File: config.mk
export PLATFORM = sky130hd
export DESIGN_NAME = mrcm_div
export DESIGN_NICKNAME = d
export VERILOG_FILES = /design/src/rtl/mrcm_div.sv
export SDC_FILE = /design/constraint.sdc
export NUM_CORES = 1
export LEC_CHECK = 0
export BUFFER_PORTS_ARGS = -buffer_cell sky130_fd_sc_hd__buf_4
export CAP_MARGIN = 20
export CORE_MARGIN = 3
export CORE_UTILIZATION = 35
export DETAILED_ROUTE_END_ITERATION = 7
export PLACE_DENSITY_LB_ADDON = 0.3
export SYNTH_ARGS = -nofsm -noshare
export SYNTH_HDL_FRONTEND = slang
export SYNTH_SLANG_ARGS = --single-unit
File: constraint.sdc
create_clock -name clk_i -period 3.3 [get_ports clk_i]
set_input_delay 0.165 -clock clk_i [delete_from_list [all_inputs] [get_ports clk_i]]
set_output_delay 0.165 -clock clk_i [all_outputs]
set_load 0.01 [all_outputs]
File: src/rtl/mrcm_div.sv
module mrcm_div #(
  parameter int unsigned NUM_W = 46,
  parameter int unsigned DEN_W = 23
) (
  input  logic             clk_i,
  input  logic             rst_ni,
  input  logic             start_i,
  input  logic [NUM_W-1:0] num_i,
  input  logic [DEN_W-1:0] den_i,
  output logic             done_o,
  output logic [NUM_W-1:0] quot_o,
  output logic [DEN_W-1:0] rem_o
);

  localparam int unsigned CntW = $clog2(NUM_W + 1);

  logic [NUM_W-1:0] quot_q;
  logic [DEN_W-1:0] rem_q;
  logic [DEN_W-1:0] den_q;
  logic [CntW-1:0]  cnt_q;
  logic             busy_q;
  logic             done_q;
  logic [DEN_W:0]   trial;
  logic [DEN_W:0]   diff;

  // One quotient bit per cycle, restoring
  assign trial = {rem_q, quot_q[NUM_W-1]};
  assign diff  = trial - {1'b0, den_q};

  // Control: busy over NUM_W steps, one-cycle done pulse
  always_ff @(posedge clk_i or negedge rst_ni) begin
    if (!rst_ni) begin
      busy_q <= 1'b0;
      done_q <= 1'b0;
      cnt_q  <= '0;
    end else if (start_i) begin
      busy_q <= 1'b1;
      done_q <= 1'b0;
      cnt_q  <= CntW'(NUM_W);
    end else if (busy_q) begin
      cnt_q <= cnt_q - CntW'(1);
      if (cnt_q == CntW'(1)) begin
        busy_q <= 1'b0;
        done_q <= 1'b1;
      end
    end else begin
      done_q <= 1'b0;
    end
  end

  // Datapath: shift in dividend, subtract when the trial remainder fits
  always_ff @(posedge clk_i) begin
    if (start_i) begin
      quot_q <= num_i;
      rem_q  <= '0;
      den_q  <= den_i;
    end else if (busy_q) begin
      if (!diff[DEN_W]) begin
        rem_q  <= diff[DEN_W-1:0];
        quot_q <= {quot_q[NUM_W-2:0], 1'b1};
      end else begin
        rem_q  <= trial[DEN_W-1:0];
        quot_q <= {quot_q[NUM_W-2:0], 1'b0};
      end
    end
  end

  assign done_o = done_q;
  assign quot_o = quot_q;
  assign rem_o  = rem_q;

endmodule

==> results of run 1 <==
==> how the worst max path moves through the flow <==
stage	slack, ns	to	cells after the start
after global placement	0.52	rem_o[17]	10
after floorplan	0.66	quot_o[0]	10
after global routing	0.18	rem_o[22]	11
after detailed placement	0.44	rem_o[20]	11
after CTS	0.41	rem_o[22]	11
final	0.42	rem_o[3]	9
==> registers in the layout, indices dropped and copies added (netlist names) <==
register and count:
quot_o 46, den_q 23, rem_o 23, cnt_q 6, busy_q 1, done_o 1
==> area by class of cell <==
type | count | area, um^2 | share of cell area, %
multi-input cells | 343 | 2550 | 34.7
flip-flops and latches | 100 | 2730 | 37.2
inverters | 33 | 124 | 1.68
well taps | 211 | 264 | 3.59
clock buffers | 9 | 225 | 3.06
clock inverters | 7 | 92.6 | 1.26
repair buffers | 172 | 1360 | 18.5
==> cell usage in the layout (no fill, tap or decap), types with 5 or more instances in the layout <==
master         count
nand2b_1           7
xor2_1            10
a21oi_1           29
edfxtp_1          69
inv_1             31
o21ai_1            9
clkbuf_16          9
dfrtp_1            8
nand2_1           36
mux2_2            46
nor2b_1            5
dfxtp_1           23
buf_4            147
mux2i_1           19
xnor2_1            9
a211oi_1          15
ha_1              25
o21ai_0           21
nand3_1           12
dlygate4sd3_1     24
nor2_1            36
nand4_1            5
==> where the power goes <==
group / switching, W / internal, W
logic: 0.000631 / 0.000606
clock network: 0.000521 / 0.000608
registers: 0.000112 / 0.00150
total: 0.00126 / 0.00271
==> per-stage QoR <==
step	hold slack [ns]	total power, W
6_report	0.101	0.00397
5_1_grt	0.0901	0.00420
3_3_place_gp	-0.0133	0.00283
2_1_floorplan	-0.131	0.00242
4_1_cts	0.0885	0.00401
3_5_place_dp	-0.0120	0.00285
==> repair_timing <==
item                                    CTS  global route
endpoints found under the hold margin    31             0
hold buffers                             24             0
endpoints found under the setup margin    0             0
==> per-layer routing <==
layer	GRT usage (%)	share of wire, %	up-vias
met5	0	0	-
met3	6.22	8.9	20
met1	20.2	42	2068
met2	26.2	47	169
met4	6.07	2.0	0
li1	-	-	2158
==> cell families after synthesis <==
kind of cell	synth area share [%]
XOR/XNOR	3.00
AND/OR/NAND/NOR	9.79
flip-flops	49.2
multiplexers	12.8
AO/OA/AOI/OAI	14.4
adder cells (fa/ha/maj)	6.00
buffers and inverters	4.78
==> out/metrics.cfg, run 1 <==
[setup_path]
critPathCaptureType=flip-flop
critPathLaunch=rem_o[15]
path_max_fanout=11
cp-start-kind=flip-flop
setup.worst_path.class=flip-flop to flip-flop
path_cells=ha_1 -> and4_1 -> a2111oi_2 -> a221o_1 -> and2_1 -> a221o_1 -> buf_4 -> mux2i_1 -> a211oi_1
r2r_slack_ns=0.42
crit_arrival_ns=3.12
cp_top_family=compound AO/OA/AOI/OAI gates
worstPathRequired_ns=3.53
cp_num_buf_inv=1
critPathMaxStageDelay_ns=0.44
rr_endpoint=rem_o[3]
rr_worst_depth=9
crit_path_top_delay_cell=ha_1
cp_common_cell=a221o_1
r2r_start=rem_o[15]

[logic_synthesis]
synth_nets=599
synth_cell_types=58
yosys_warnings=0
avgSynthCellArea_um2=11.1
yosysSeqAreaShare_pct=49.2
ys.flop_type=edfxtp_1
yosys-top-cells-count=edfxtp_1, mux2_2, nand2_1, nor2_1, inv_1
synthCells=501
synth_edf_count=69
ys_ff_latch=100
synth_area_leaders=edfxtp_1, mux2_2, dfxtp_1
async_reset_ff_share_pct=8.00
synth_area_leader_cell=edfxtp_1
synth_area_um2=5550
synth_most_common_cell=edfxtp_1
yosys.area.top_type_share_pct=37.3

[flow_run]
maxCapViolations=0

[routing]
drc_errors=0
drt_wl_total_um=14200
detail_route.wl_per_cell_um=16.2
dr.first_iter.drc_count=271
drtPass1Iterations=4
num_vias=4415
viasPerCell=5.05
antenna_left=0

[cts]
cts_resized=0
cts_max_path_buffers=2
clockRootBuffer=clkbuf_16
htreeDepth=3
cts_setup_buffers=0
cts_buffers=9
clock_latency_ns=0.36
cts_tree=done
clock-sinks=100
path_clk_slew_ns=0.08

[floorplanning]
core_region_area_um2=15400
io_pins=142
fp.dieH_um=132
initial_core_util_pct=36.1
num_rows=45
die_width_um=132
dieArea_um2=17400

[hold_path]
whs_endpoint=quot_o[30]
hold_class=input port to flip-flop
hold_path_startpoint=num_i[30]
hold_depth=2

[grt]
antenna_found_initial=0
grt_pass1_wl_um=23000
grt_pass1_vias=4471
grt_max_degree=55
grt_usage_pct=16.4
overflow=0

[timing]
setup_tns_ns=0
skew_ns=0.0134
clock.fmax_mhz=347
setup_ws_ns=0.415
setup_violations=0
slew_headroom_pct=53.8
tightest_slew_ns=0.692
rsz0062_at_grt=false
fin_crit_sh_pct=87.4
hold_viol=0
min_period_ns=2.88
final_max_slew_viol_count=0

[outcome]
status=finished, final reports clean

[finish]
syn_to_final_growth_pct=32.5
utilization_pct=47.8
final-instance-count-excl-fill=875
drive_above_1_share_pct=32.7
layout.nets=757
fillers=1419
antenna_cells=0
stdcell_area_um2=7350

[power_and_ir_drop]
p_leak_nw=3.11
ir_worst_vdd_v=0.000304
cellPowerDensity_nw_per_um2=540

[placed_design]
pre_cts_ws_ns=0.440
gp_congestion=0.875
dpl_cell_area_um2=6800
place_inst=835
place_hpwl_um=10500
io_buffers=141

No activity file was read; power rests on OpenSTA's default activity.
==> run 2, diff against run 1 <==
CORE_MARGIN = unset   (was 3)
==> out/metrics.cfg, run 2 (synthesis results as in run 1) <==
[setup_path]
path_cells=inv_1 -> ha_1 -> inv_1 -> fa_1 -> a211oi_1 -> o21bai_1 -> o21ai_0 -> o21ai_0 -> a21boi_0 -> xor2_1 -> o211ai_1
path_max_fanout=3  ; -8
crit_arrival_ns=3.08  ; -0.04 ns
cp_top_family=compound AO/OA/AOI/OAI gates
cp_num_buf_inv=2  ; +1
setup.worst_path.class=flip-flop to flip-flop
critPathMaxStageDelay_ns=0.42  ; -0.02 ns
critPathCaptureType=flip-flop
worstPathRequired_ns=3.54  ; about the same
crit_path_top_delay_cell=edfxtp_1
cp-start-kind=flip-flop

[timing]
rsz0062_at_grt=false
skew_ns=0.0123  ; -0.00115 ns
slew_headroom_pct=54.4  ; +0.51 points
hold_viol=0  ; unchanged
setup_violations=0  ; unchanged
tightest_slew_ns=0.679  ; -0.0135 ns
fin_crit_sh_pct=86.0  ; -1.4 points
setup_tns_ns=0  ; unchanged
final_max_slew_viol_count=0  ; unchanged
clock.fmax_mhz=352  ; +1.7%
min_period_ns=2.84  ; -0.0478 ns

[placed_design]
dpl_cell_area_um2=6780  ; -0.18%
io_buffers=141  ; unchanged
place_hpwl_um=10400  ; -1.1%
gp_congestion=0.862  ; -1.5%

[grt]
antenna_found_initial=0  ; unchanged
grt_pass1_vias=4615  ; +3.2%
grt_max_degree=52  ; -5.5%
grt_usage_pct=18.0  ; +1.7 points
overflow=0  ; unchanged
grt_pass1_wl_um=23000  ; about the same

[routing]
num_vias=4389  ; -0.59%
drc_errors=0  ; unchanged
detail_route.wl_per_cell_um=16.1  ; -0.78%
antenna_left=0  ; unchanged
drt_wl_total_um=14100  ; -0.78%
dr.first_iter.drc_count=246  ; -9.2%
drtPass1Iterations=4  ; unchanged
viasPerCell=5.02  ; -0.59%

[floorplanning]
num_rows=45  ; unchanged
dieArea_um2=16400  ; -6.0%
initial_core_util_pct=36.2  ; +0.13 points
core_region_area_um2=15300  ; -0.37%
io_pins=142  ; unchanged
fp.dieH_um=128  ; -3.0%
die_width_um=128  ; -3.0%

[cts]
cts_resized=0  ; unchanged
htreeDepth=3  ; unchanged
clock-sinks=100  ; unchanged
path_clk_slew_ns=0.08  ; about the same
cts_buffers=9  ; unchanged
cts_tree=done
cts_max_path_buffers=2  ; unchanged
postCtsHoldBufs=24  ; unchanged
clockRootBuffer=clkbuf_16
cts_setup_buffers=0  ; unchanged
clock_latency_ns=0.36  ; about the same

[finish]
fillers=1474  ; +3.9%
final_cell_mix=buf_4, edfxtp_1, mux2_2
drive_above_1_share_pct=32.8  ; +0.15 points
layout.nets=757  ; unchanged
layout_commonest_cell=buf_4
syn_to_final_growth_pct=32.0
largest_reg_flops=46  ; unchanged
stdcell_area_um2=7320  ; -0.43%
antenna_cells=0  ; unchanged

[outcome]
status=finished, final reports clean

[flow_run]
maxCapViolations=0  ; unchanged

[hold_path]
hold_class=input port to flip-flop

[power_and_ir_drop]
cellPowerDensity_nw_per_um2=534  ; -1.3%
ir_worst_vdd_v=0.000273  ; -10%
p_leak_nw=3.10  ; -0.35%

==> run 2: cell types whose count changed in the layout (fill, tap and decap cells not counted), sizes merged <==
cell / before / now
clkinv: 4 / 2
inv: 35 / 38
bufinv: 1 / 0
==> run 2: final cells by class <==
cell class / instances / area [um^2] / share of cell area [%]
Clock inverter: 7 / 73.8 / 1.01
Multi-Input combinational cell: 343 / 2550 / 34.8
Clock buffer: 9 / 225 / 3.08
Inverter: 33 / 124 / 1.69
Timing Repair Buffer: 172 / 1350 / 18.5
Tap cell: 211 / 264 / 3.61
Sequential cell: 100 / 2730 / 37.3
==> run 2: report_power, final <==
group	switching (W)	internal, W
Clock	0.000537	0.000539
Combinational	0.000627	0.000596
Sequential	0.000113	0.00150
==> run 2: layer usage <==
layer  vias up  track usage (%)  wire, um
li1       2160                -         -
met1      2059             21.4      5940
met5         -                0         0
met3        15             6.05      1140
met4         0             6.37       237
met2       155             30.5      6740
==> run 2: final timing paths <==
kind	startpoint	slack, ns	cells past startpoint	end
hold reg to reg	rem_o[7]	0.50	2	rem_o[7]
min in group asynchronous	rst_ni	0.16	2	cnt_q[4]
max in group asynchronous	rst_ni	3.01	2	cnt_q[0]
setup / recovery	quot_o[45]	0.46	11	rem_o[22]
setup reg to reg	quot_o[45]	0.46	11	rem_o[22]
hold / removal	num_i[41]	0.10	2	quot_o[41]
==> run 2: worst register-to-register path, cell delays in order, from the launching register on <==
cell      delay, ns
edfxtp_1       0.42
inv_1          0.08
ha_1           0.18
inv_1          0.06
fa_1           0.41
a211oi_1       0.26
o21bai_1       0.15
o21ai_0        0.34
o21ai_0        0.24
a21boi_0       0.31
xor2_1         0.18
o211ai_1       0.09
==> run 2: per-stage QoR <==
step / std cells / total power, W / util [%] / hold WS (ns) / worst slack, ns
after floorplan: 501 / 0.00242 / - / -0.131 / 0.658
after global placement: 835 / 0.00283 / 44.3 / -0.0147 / 0.575
after detailed placement: 835 / 0.00283 / 44.3 / -0.00962 / 0.502
after CTS: 875 / 0.00396 / 47.8 / 0.0862 / 0.474
after global routing: 875 / 0.00413 / 47.8 / 0.0944 / 0.175
final: 875 / 0.00391 / 47.8 / 0.101 / 0.463
